## src/glpf_pkg.sv

```systemverilog
// ----------------------------------------------------------------------------
// glpf_pkg: shared definitions for the grid local peak finder
// Widths, limits, register indexes and the sequencer state codes.
// ----------------------------------------------------------------------------
package glpf_pkg;

	// Width of one grid value and of one line-store entry (both rows of a column).
	localparam int VALUE_W = 32;
	localparam int ENTRY_W = 2 * VALUE_W;

	// Width of the count registers and of the position counters.
	localparam int COUNT_W = 6;

	// Width of the row and column fields of a result word.
	localparam int INDEX_W = 5;

	// Largest grid accepted; counts above these are used as the limit.
	localparam int ROWS_MAX    = 32;
	localparam int COLUMNS_MAX = 32;

	// Configuration port geometry.
	localparam int ADDR_W = 3;
	localparam int DATA_W = 32;

	// Register indexes, taken from the word address.
	typedef enum logic {
		REG_ROW_COUNT    = 1'b0,
		REG_COLUMN_COUNT = 1'b1
	} reg_index_t;

	// Sequencer states.
	typedef enum logic [4:0] {
		S_IDLE    = 5'b00001,
		S_RESOLVE = 5'b00010,
		S_FL_RD   = 5'b00100,
		S_FL_EV   = 5'b01000,
		S_FINISH  = 5'b10000
	} state_t;

endpackage

```

## src/glpf_ram.sv

```systemverilog
// ----------------------------------------------------------------------------
// glpf_ram: generic simple dual-port RAM
// One write port and one read port, read data registered and held while the
// read enable is low.
// ----------------------------------------------------------------------------
module glpf_ram #(
	parameter int WIDTH = 64,
	parameter int DEPTH = 32,
	localparam int AW = (DEPTH > 1) ? $clog2(DEPTH) : 1
) (
	input  logic             clk,
	input  logic             we,
	input  logic [AW-1:0]    waddr,
	input  logic [WIDTH-1:0] wdata,
	input  logic             re,
	input  logic [AW-1:0]    raddr,
	output logic [WIDTH-1:0] rdata
);

	logic [WIDTH-1:0] mem [DEPTH];

	// Write port.
	always_ff @(posedge clk) begin
		if (we) begin
			mem[waddr] <= wdata;
		end
	end

	// Registered read port.
	always_ff @(posedge clk) begin
		if (re) begin
			rdata <= mem[raddr];
		end
	end

endmodule

```

## src/grid_local_peak_finder.sv

```systemverilog
// ----------------------------------------------------------------------------
// grid_local_peak_finder: four-neighbour local maximum detection
// Takes signed grid values in row-major order and emits the peaks in raster
// order, the last result of each grid carrying the end-of-matrix mark.
// ----------------------------------------------------------------------------
// Each value passes through the idle and resolve states: the cycle in which it
// is accepted issues a read of the line-store RAM for the right-hand neighbour,
// and the resolve state decides the cell above and writes the new value back.
// The final value of a grid is then followed by a flush of the last row, with a
// RAM read for each column right of the first, before the next word is taken.
// A result word that must be handed over while the output register is full and
// stalled holds the sequencer in its state until the register is free. The line
// store needs no clearing after reset: every grid starts afresh at row 0 and
// only reads entries that it wrote itself.
// ----------------------------------------------------------------------------
module grid_local_peak_finder #(
	parameter int MAX_COLUMNS = glpf_pkg::COLUMNS_MAX
) (
	input  logic                                clk,
	input  logic                                arst_n,
	// Configuration port.
	input  logic                                psel,
	input  logic                                penable,
	input  logic                                pwrite,
	input  logic [glpf_pkg::ADDR_W-1:0]         paddr,
	input  logic [glpf_pkg::DATA_W-1:0]         pwdata,
	output logic [glpf_pkg::DATA_W-1:0]         prdata,
	output logic                                pready,
	// Grid value channel.
	input  logic                                cell_valid,
	output logic                                cell_stall,
	input  logic signed [glpf_pkg::VALUE_W-1:0] cell_value,
	// Peak channel.
	output logic                                peak_valid,
	input  logic                                peak_stall,
	output logic [glpf_pkg::INDEX_W-1:0]        peak_row,
	output logic [glpf_pkg::INDEX_W-1:0]        peak_column,
	output logic                                is_peak,
	output logic                                end_of_matrix
);

	localparam int VW = glpf_pkg::VALUE_W;
	localparam int EW = glpf_pkg::ENTRY_W;
	localparam int CW = glpf_pkg::COUNT_W;
	localparam int IW = glpf_pkg::INDEX_W;
	localparam int AW = $clog2(MAX_COLUMNS);

	localparam logic [CW-1:0] ROW_CAP =
		(glpf_pkg::ROWS_MAX < (2 ** CW - 1)) ? CW'(glpf_pkg::ROWS_MAX) : {CW{1'b1}};
	localparam logic [CW-1:0] COL_CAP = CW'(MAX_COLUMNS);

	// Pick the even-row or odd-row half of a line-store entry.
	function automatic logic signed [VW-1:0] half_of(input logic [EW-1:0] e, input logic odd);
		logic signed [VW-1:0] h;
		h = odd ? signed'(e[EW-1:VW]) : signed'(e[VW-1:0]);
		return h;
	endfunction

	glpf_pkg::state_t state_q;

	logic [CW-1:0] row_count_q;
	logic [CW-1:0] column_count_q;
	logic [CW-1:0] row_pos_q;
	logic [CW-1:0] col_pos_q;
	logic [CW-1:0] flush_col_q;

	logic signed [VW-1:0] value_q;
	logic signed [VW-1:0] left_q;
	logic [EW-1:0]        win_q;

	logic          pend_valid_q;
	logic [IW-1:0] pend_row_q;
	logic [IW-1:0] pend_col_q;

	logic          out_valid_q;
	logic [IW-1:0] out_row_q;
	logic [IW-1:0] out_col_q;
	logic          out_peak_q;
	logic          out_last_q;

	logic [CW-1:0] rows_eff;
	logic [CW-1:0] cols_eff;
	logic          cfg_wr;
	logic          in_take;
	logic          out_free;

	logic [CW:0]   col_next;
	logic [CW:0]   flush_next;
	logic [CW:0]   flush_next2;
	logic          right_here;
	logic          flush_right;
	logic          last_item;
	logic          odd_row;

	logic signed [VW-1:0] res_center;
	logic signed [VW-1:0] res_up;
	logic signed [VW-1:0] res_right;
	logic                 res_out;
	logic                 res_commit;

	logic signed [VW-1:0] fl_center;
	logic signed [VW-1:0] fl_up;
	logic signed [VW-1:0] fl_right;
	logic                 fl_peak;
	logic                 fl_commit;
	logic                 fin_commit;

	logic          push;
	logic [IW-1:0] push_row;
	logic [IW-1:0] push_col;
	logic          push_peak;
	logic          push_last;

	logic          ram_we;
	logic [AW-1:0] ram_waddr;
	logic [EW-1:0] ram_wdata;
	logic          ram_re;
	logic [AW-1:0] ram_raddr;
	logic [EW-1:0] ram_rdata;
	logic [CW-1:0] row_above;

	// Line store: one entry per column, holding the even row and the odd row.
	glpf_ram #(
		.WIDTH (EW),
		.DEPTH (MAX_COLUMNS)
	) u_line_store (
		.clk   (clk),
		.we    (ram_we),
		.waddr (ram_waddr),
		.wdata (ram_wdata),
		.re    (ram_re),
		.raddr (ram_raddr),
		.rdata (ram_rdata)
	);

	// Counts in use: zero counts as one, anything above the limit as the limit.
	always_comb begin
		rows_eff = row_count_q;
		if (row_count_q == '0) begin
			rows_eff = CW'(1);
		end else if (row_count_q > ROW_CAP) begin
			rows_eff = ROW_CAP;
		end
		cols_eff = column_count_q;
		if (column_count_q == '0) begin
			cols_eff = CW'(1);
		end else if (column_count_q > COL_CAP) begin
			cols_eff = COL_CAP;
		end
	end

	// Configuration port.
	assign pready = 1'b1;
	assign cfg_wr = psel & penable & pwrite;

	always_comb begin
		if (glpf_pkg::reg_index_t'(paddr[glpf_pkg::ADDR_W-1]) == glpf_pkg::REG_COLUMN_COUNT) begin
			prdata = {{(glpf_pkg::DATA_W - CW){1'b0}}, column_count_q};
		end else begin
			prdata = {{(glpf_pkg::DATA_W - CW){1'b0}}, row_count_q};
		end
	end

	// Handshake helpers.
	assign cell_stall = (state_q != glpf_pkg::S_IDLE);
	assign in_take    = cell_valid & (state_q == glpf_pkg::S_IDLE);
	assign out_free   = ~out_valid_q | ~peak_stall;

	// Position arithmetic.
	assign col_next    = {1'b0, col_pos_q} + (CW + 1)'(1);
	assign flush_next  = {1'b0, flush_col_q} + (CW + 1)'(1);
	assign flush_next2 = {1'b0, flush_col_q} + (CW + 1)'(2);
	assign right_here  = col_next < {1'b0, cols_eff};
	assign flush_right = flush_next < {1'b0, cols_eff};
	assign last_item   = ({1'b0, row_pos_q} + (CW + 1)'(1) == {1'b0, rows_eff}) && !right_here;
	assign odd_row     = row_pos_q[0];
	assign row_above   = row_pos_q - CW'(1);

	// Decision on the cell above the value just taken.
	always_comb begin
		res_center = half_of(win_q, ~odd_row);
		res_up     = half_of(win_q, odd_row);
		res_right  = half_of(ram_rdata, ~odd_row);
		res_out    = (row_pos_q != '0)
			&& !((row_pos_q > CW'(1)) && (res_center < res_up))
			&& !(res_center < value_q)
			&& !((col_pos_q != '0) && (res_center < left_q))
			&& !(right_here && (res_center < res_right));
		if (last_item) begin
			res_commit = (state_q == glpf_pkg::S_RESOLVE)
				&& !(res_out && pend_valid_q && !out_free);
		end else begin
			res_commit = (state_q == glpf_pkg::S_RESOLVE) && !(res_out && !out_free);
		end
	end

	// Decision on a cell of the last row during the flush.
	always_comb begin
		fl_center  = half_of(win_q, odd_row);
		fl_up      = half_of(win_q, ~odd_row);
		fl_right   = half_of(ram_rdata, odd_row);
		fl_peak    = !((row_pos_q != '0) && (fl_center < fl_up))
			&& !((flush_col_q != '0) && (fl_center < left_q))
			&& !(flush_right && (fl_center < fl_right));
		fl_commit  = (state_q == glpf_pkg::S_FL_EV) && !(fl_peak && pend_valid_q && !out_free);
		fin_commit = (state_q == glpf_pkg::S_FINISH) && out_free;
	end

	// RAM accesses: look ahead one column on accept and during the flush, write back on resolve.
	always_comb begin
		ram_we    = res_commit;
		ram_waddr = col_pos_q[AW-1:0];
		ram_wdata = odd_row ? {value_q, win_q[VW-1:0]} : {win_q[EW-1:VW], value_q};
		ram_re    = 1'b0;
		ram_raddr = '0;
		if (in_take) begin
			ram_re    = 1'b1;
			ram_raddr = right_here ? col_next[AW-1:0] : '0;
		end else if (state_q == glpf_pkg::S_FL_RD) begin
			ram_re    = flush_right;
			ram_raddr = flush_next[AW-1:0];
		end else if (fl_commit) begin
			ram_re    = flush_next2 < {1'b0, cols_eff};
			ram_raddr = flush_next2[AW-1:0];
		end
	end

	// Result word handed to the output register this cycle.
	always_comb begin
		push      = 1'b0;
		push_row  = pend_row_q;
		push_col  = pend_col_q;
		push_peak = 1'b1;
		push_last = 1'b0;
		if (res_commit && res_out && !last_item) begin
			push     = 1'b1;
			push_row = row_above[IW-1:0];
			push_col = col_pos_q[IW-1:0];
		end else if (res_commit && res_out && pend_valid_q) begin
			push = 1'b1;
		end else if (fl_commit && fl_peak && pend_valid_q) begin
			push = 1'b1;
		end else if (fin_commit) begin
			push      = 1'b1;
			push_last = 1'b1;
			if (!pend_valid_q) begin
				push_row  = '0;
				push_col  = '0;
				push_peak = 1'b0;
			end
		end
	end

	// Sequencer and control state.
	always_ff @(posedge clk or negedge arst_n) begin
		if (!arst_n) begin
			state_q        <= glpf_pkg::S_IDLE;
			row_count_q    <= CW'(1);
			column_count_q <= CW'(1);
			row_pos_q      <= '0;
			col_pos_q      <= '0;
			flush_col_q    <= '0;
			pend_valid_q   <= 1'b0;
			out_valid_q    <= 1'b0;
		end else begin
			if (push) begin
				out_valid_q <= 1'b1;
			end else if (!peak_stall) begin
				out_valid_q <= 1'b0;
			end

			unique case (state_q)
				glpf_pkg::S_IDLE: begin
					if (in_take) begin
						state_q <= glpf_pkg::S_RESOLVE;
					end
				end
				glpf_pkg::S_RESOLVE: begin
					if (res_commit) begin
						if (last_item) begin
							if (res_out) begin
								pend_valid_q <= 1'b1;
							end
							flush_col_q <= '0;
							state_q     <= glpf_pkg::S_FL_RD;
						end else begin
							if (right_here) begin
								col_pos_q <= col_next[CW-1:0];
							end else begin
								col_pos_q <= '0;
								row_pos_q <= row_pos_q + CW'(1);
							end
							state_q <= glpf_pkg::S_IDLE;
						end
					end
				end
				glpf_pkg::S_FL_RD: begin
					state_q <= glpf_pkg::S_FL_EV;
				end
				glpf_pkg::S_FL_EV: begin
					if (fl_commit) begin
						if (fl_peak) begin
							pend_valid_q <= 1'b1;
						end
						if (flush_right) begin
							flush_col_q <= flush_next[CW-1:0];
						end else begin
							state_q <= glpf_pkg::S_FINISH;
						end
					end
				end
				glpf_pkg::S_FINISH: begin
					if (fin_commit) begin
						pend_valid_q <= 1'b0;
						row_pos_q    <= '0;
						col_pos_q    <= '0;
						state_q      <= glpf_pkg::S_IDLE;
					end
				end
				default: begin
					state_q <= glpf_pkg::S_IDLE;
				end
			endcase

			// Any register write restarts the grid.
			if (cfg_wr) begin
				if (glpf_pkg::reg_index_t'(paddr[glpf_pkg::ADDR_W-1]) == glpf_pkg::REG_ROW_COUNT) begin
					row_count_q <= pwdata[CW-1:0];
				end else begin
					column_count_q <= pwdata[CW-1:0];
				end
				row_pos_q <= '0;
				col_pos_q <= '0;
			end
		end
	end

	// Datapath registers: taken value, store window, pending peak, output word.
	always_ff @(posedge clk) begin
		if (in_take) begin
			value_q <= cell_value;
		end
		if (res_commit) begin
			win_q  <= (cols_eff == CW'(1)) ? ram_wdata : ram_rdata;
			left_q <= res_center;
			if (last_item && res_out) begin
				pend_row_q <= row_above[IW-1:0];
				pend_col_q <= col_pos_q[IW-1:0];
			end
		end
		if (fl_commit) begin
			win_q  <= ram_rdata;
			left_q <= fl_center;
			if (fl_peak) begin
				pend_row_q <= row_pos_q[IW-1:0];
				pend_col_q <= flush_col_q[IW-1:0];
			end
		end
		if (push) begin
			out_row_q  <= push_row;
			out_col_q  <= push_col;
			out_peak_q <= push_peak;
			out_last_q <= push_last;
		end
	end

	assign peak_valid    = out_valid_q;
	assign peak_row      = out_row_q;
	assign peak_column   = out_col_q;
	assign is_peak       = out_peak_q;
	assign end_of_matrix = out_last_q;

endmodule

```

## config.mk

```make
export PLATFORM = sky130hd
export DESIGN_NAME = grid_local_peak_finder
export DESIGN_NICKNAME = d
export VERILOG_FILES = /design/src/glpf_pkg.sv /design/src/glpf_ram.sv /design/src/grid_local_peak_finder.sv
export SDC_FILE = /design/constraint.sdc
export NUM_CORES = 2
export LEC_CHECK = 0
export ABC_AREA = 1
export BUFFER_PORTS_ARGS = -buffer_cell sky130_fd_sc_hd__buf_2
export CAP_MARGIN = 0
export CORE_ASPECT_RATIO = 1.75
export CORE_UTILIZATION = 60
export DETAILED_ROUTE_END_ITERATION = 8
export PLACE_DENSITY = 0.75
export SLEW_MARGIN = 20
export SYNTH_ARGS = -nofsm -noshare
export SYNTH_HDL_FRONTEND = slang
export SYNTH_SLANG_ARGS = --single-unit
export TNS_END_PERCENT = 100
```

## constraint.sdc

```tcl
create_clock -name clk -period 9.6 [get_ports clk]
set_input_delay 1.44 -clock clk [delete_from_list [all_inputs] [get_ports clk]]
set_output_delay 1.44 -clock clk [all_outputs]
set_load 0.02 [all_outputs]
```

==> summary.txt <==
Global routing
  – Largest net degree at the start of global routing: 177
  – Total GRT Usage: 34.1%
  – First-pass GRT wire length: 437000 microns
  – GR Overflow Total: 0
  – Initial antenna violation count: 4
  – Vias in the first global route: 71300

Logic synthesis
  – Synth Area in Compound Gates: about 2.5%
  – Mux contribution to synthesized area: 0%
  – Cell with the most instances after synthesis: nand3_1
  – Post-synthesis xor/xnor area fraction: 0.137%
  – Asr flop ratio synth: 1.61%
  – Top cells by area, synth: edfxtp_1 (66%), nand3_1 (14%), nand2_1 (6.7%)
  – Biggest area consumer among synthesized cells: edfxtp_1
  – Post-synthesis sequential area ratio: 67.3%
  – Post-synthesis adder-cell area fraction: 2.61%
  – Commonest cells post-synth: nand3_1 (2821), edfxtp_1 (2252), nand2_1 (1821)
  – Warning count from the yosys run: 0
  – Main synth FF type: edfxtp_1
  – Post-synth top area share: between 60 and 70%
  – Netlist Area Pre-Place: 0.102 sq mm
  – Mapped Cells: ~9000
  – Seq cells post-synth: 2299
  – Number of synthesized flops with an enable pin: 2252
  – Synth unique cells: 52
  – Largest family of logic cells by synthesized area: simple AND/OR/NAND/NOR gates
  – Syn avg cell area: 11.1 sq um
  – Synth Area in Simple Gates: 22.1%

Critical path
  – Worst setup path category: reg2reg
  – Crit path buffers/inverters: 5
  – CP most frequent cell: nand2_1
  – Register-to-Register Path Depth: 25
  – CP top delay family: simple AND/OR/NAND/NOR gates
  – WP data arrival: 8.38 ns
  – Worst path slowest cell: nand2_8
  – Critical path depth: 25
  – Crit path largest cell delay: slightly above 0.8 ns
  – Setup crit end kind: flop
  – CP Max Fanout: 125
  – Critical Path RT: 10.29 ns
  – Crit start category: flop

STA
  – Post-layout minimum cycle time: 7.69 ns
  – Final max-slew violation count: 0
  – Setup Skew: 0.0548 ns
  – Worst relative slew slack: a little under a quarter
  – Hold WS: a little over 0.5 ns
  – Final hold viol count: 0
  – Slew @ Worst Pin: 1.14 ns
  – Fmax: ~130 MHz
  – RSZ-0062 raised after global routing: no
  – Tcrit/Tclk final: between 80% and 90%
  – Setup TNS Final: 0 ns
  – Final setup fails: 0

Min path
  – Hold Path Depth: 2
  – Type of the most critical hold path: reg2reg

Die
  – CORE AREA: 0.169 sq mm
  – Num rows: 200
  – Chip Width: 314 microns
  – Die Area: 0.172 sq mm
  – Height of the die: between 500 and 600 microns
  – Initial core utilization: 60.3%
  – Num ports: 121

Clocking
  – CTS HTree Levels: 4
  – CTS Sinks: 2299
  – Post-CTS sizing: 0
  – CTS max path bufs: 4
  – Clock transition at path regs: 0.07 ns
  – CTS tree: built
  – Clk root buf: clkbuf_16
  – Hold Buf Count CTS: 0
  – Post-CTS setup buffer count: 0
  – CTS Buf Count: 199
  – Clk_lat worst skew: between 0.8 and 0.9 ns

Route
  – Vias: 73900
  – DR pass1 iterations: 8
  – Via density: approximately 6.5
  – Remaining DRCs: 0
  – WL/cell: 26.3 microns
  – ANT nets after route: 0
  – Drt initial violations: 10900
  – Overall routed net length: 299000 microns

Placed design
  – IO Port Bufs: 65
  – Dpl hpwl: 157000 microns
  – Placer Congestion: 0.931

Cells and area
  – Layout cells sized above 1: 6.04%
  – Area growth syn-to-layout: 8.20%
  – Fin nets: 9271

Power and ir drop
  – PwrDens: 284 mW/mm^2
  – Pleak: 41.6 nW
  – Max VDD drop: a little under 200 uV

Run
  – Max_cap viols: 0

Status
  – Outcome: complete, no violations
path summary, 6_finish.rpt:
| check | endpoint | slack, ns | startpoint |
|---|---|---|---|
| worst max-delay path | u_line_store.rdata[47]$_DFFE_PP_ | 1.91 | row_pos_q[0]$_DFFE_PN0P_ |
| worst min-delay path | row_count_q[2]$_DFFE_PN0P_ | 0.51 | row_count_q[2]$_DFFE_PN0P_ |
| worst max register to register | u_line_store.rdata[47]$_DFFE_PP_ | 1.91 | row_pos_q[0]$_DFFE_PN0P_ |
| worst min register to register | row_count_q[2]$_DFFE_PN0P_ | 0.51 | row_count_q[2]$_DFFE_PN0P_ |
| max in group asynchronous | row_pos_q[0]$_DFFE_PN0P_ | 8.20 | arst_n |
| min in group asynchronous | row_count_q[3]$_DFFE_PN0P_ | 0.72 | arst_n |
routing by layer:
layer / vias to the layer above / track usage (%) / wire length (microns)
met5: - / 0 / 13
met4: 2 / 21.4 / 20200
met3: 1122 / 4.87 / 30600
met2: 5046 / 57.1 / 147000
met1: 35600 / 41.8 / 101000
li1: 32200 / - / -
kinds of logic (layout without fill, tap and decap cells):
family,after synthesis,in the layout
compound gates,482,482
other cells,2,31
buf+inv,1241,1155
flops,2299,2299
fa+ha+maj,213,213
simple gates,4949,4949
xor+xnor,16,16
worst reg2reg max path: stages (launching register included):
cell,delay [ns]
dfrtp_4,0.71
inv_6,0.61
o21ai_0,0.55
ha_1,0.55
nand2_1,0.09
inv_1,0.07
nand3_1,0.06
inv_1,0.11
nand2_1,0.07
nor4_1,0.73
nand2_1,0.17
nand2_1,0.09
nand2_1,0.07
nand3_2,0.10
nand4_4,0.22
nand3_2,0.20
nand2_8,0.40
nand2_8,0.87
buf_12,0.58
buf_4,0.49
nand2_1,0.09
nand3_1,0.11
nand3_1,0.12
nand3_1,0.15
nand3_1,0.14
nand2_1,0.18
power breakdown:
| part | internal (mW) | switching [mW] | total [mW] | leakage, nW |
|---|---|---|---|---|
| sequential | 12.9 | 0.278 | 13.2 | 20.9 |
| clock | 4.29 | 3.63 | 7.92 | 3.02 |
| combinational | 2.59 | 7.72 | 10.3 | 17.6 |
through the flow:
| step | worst slack (ns) | power [mW] | util, % | instances | cell area [sq um] |
|---|---|---|---|---|---|
| 3_3_place_gp | 2.17 | 23.0 | 61.5 | 11000 | 104000 |
| 2_1_floorplan | 2.97 | 20.3 | - | 9227 | 102000 |
| 3_5_place_dp | 2.15 | 23.4 | 61.5 | 11000 | 104000 |
| 4_1_cts | 2.08 | 31.2 | 65.2 | 11400 | 110000 |
| 6_report | 1.91 | 31.4 | 65.2 | 11400 | 111000 |
| 5_1_grt | 1.63 | 32.7 | 65.2 | 11400 | 111000 |
area by class of cell:
class                      count  area (sq um)
multi-input combinational   5687         28400
timing repair buffer         204          2030
antenna                        4          10.0
fill                       12200         58900
clock buffer                 233          5170
inverter                     593          2250
sequential                  2299         68800
clock inverter               125          1080
tap                         2222          2780
cell usage in the layout (no fill, tap or decap), types with 50 or more instances in the layout:
master / n
nor2_1: 128
clkbuf_16: 202
nand2_1: 1819
buf_12: 50
buf_4: 87
buf_2: 65
nand3_1: 2820
inv_1: 583
edfxtp_1: 2252
ha_1: 213
o21ai_0: 265
a21oi_1: 161
nand3b_1: 91
registers in the layout, summed over array words and instances (netlist names), 6 cells and up:
signal and cells:
u_line_store.mem 2048, u_line_store.rdata 64, win_q 64, left_q 32, value_q 32, col_pos_q 6, column_count_q 6, flush_col_q 6
row_count_q 6, row_pos_q 6
Power figures use the tool's default switching activity.
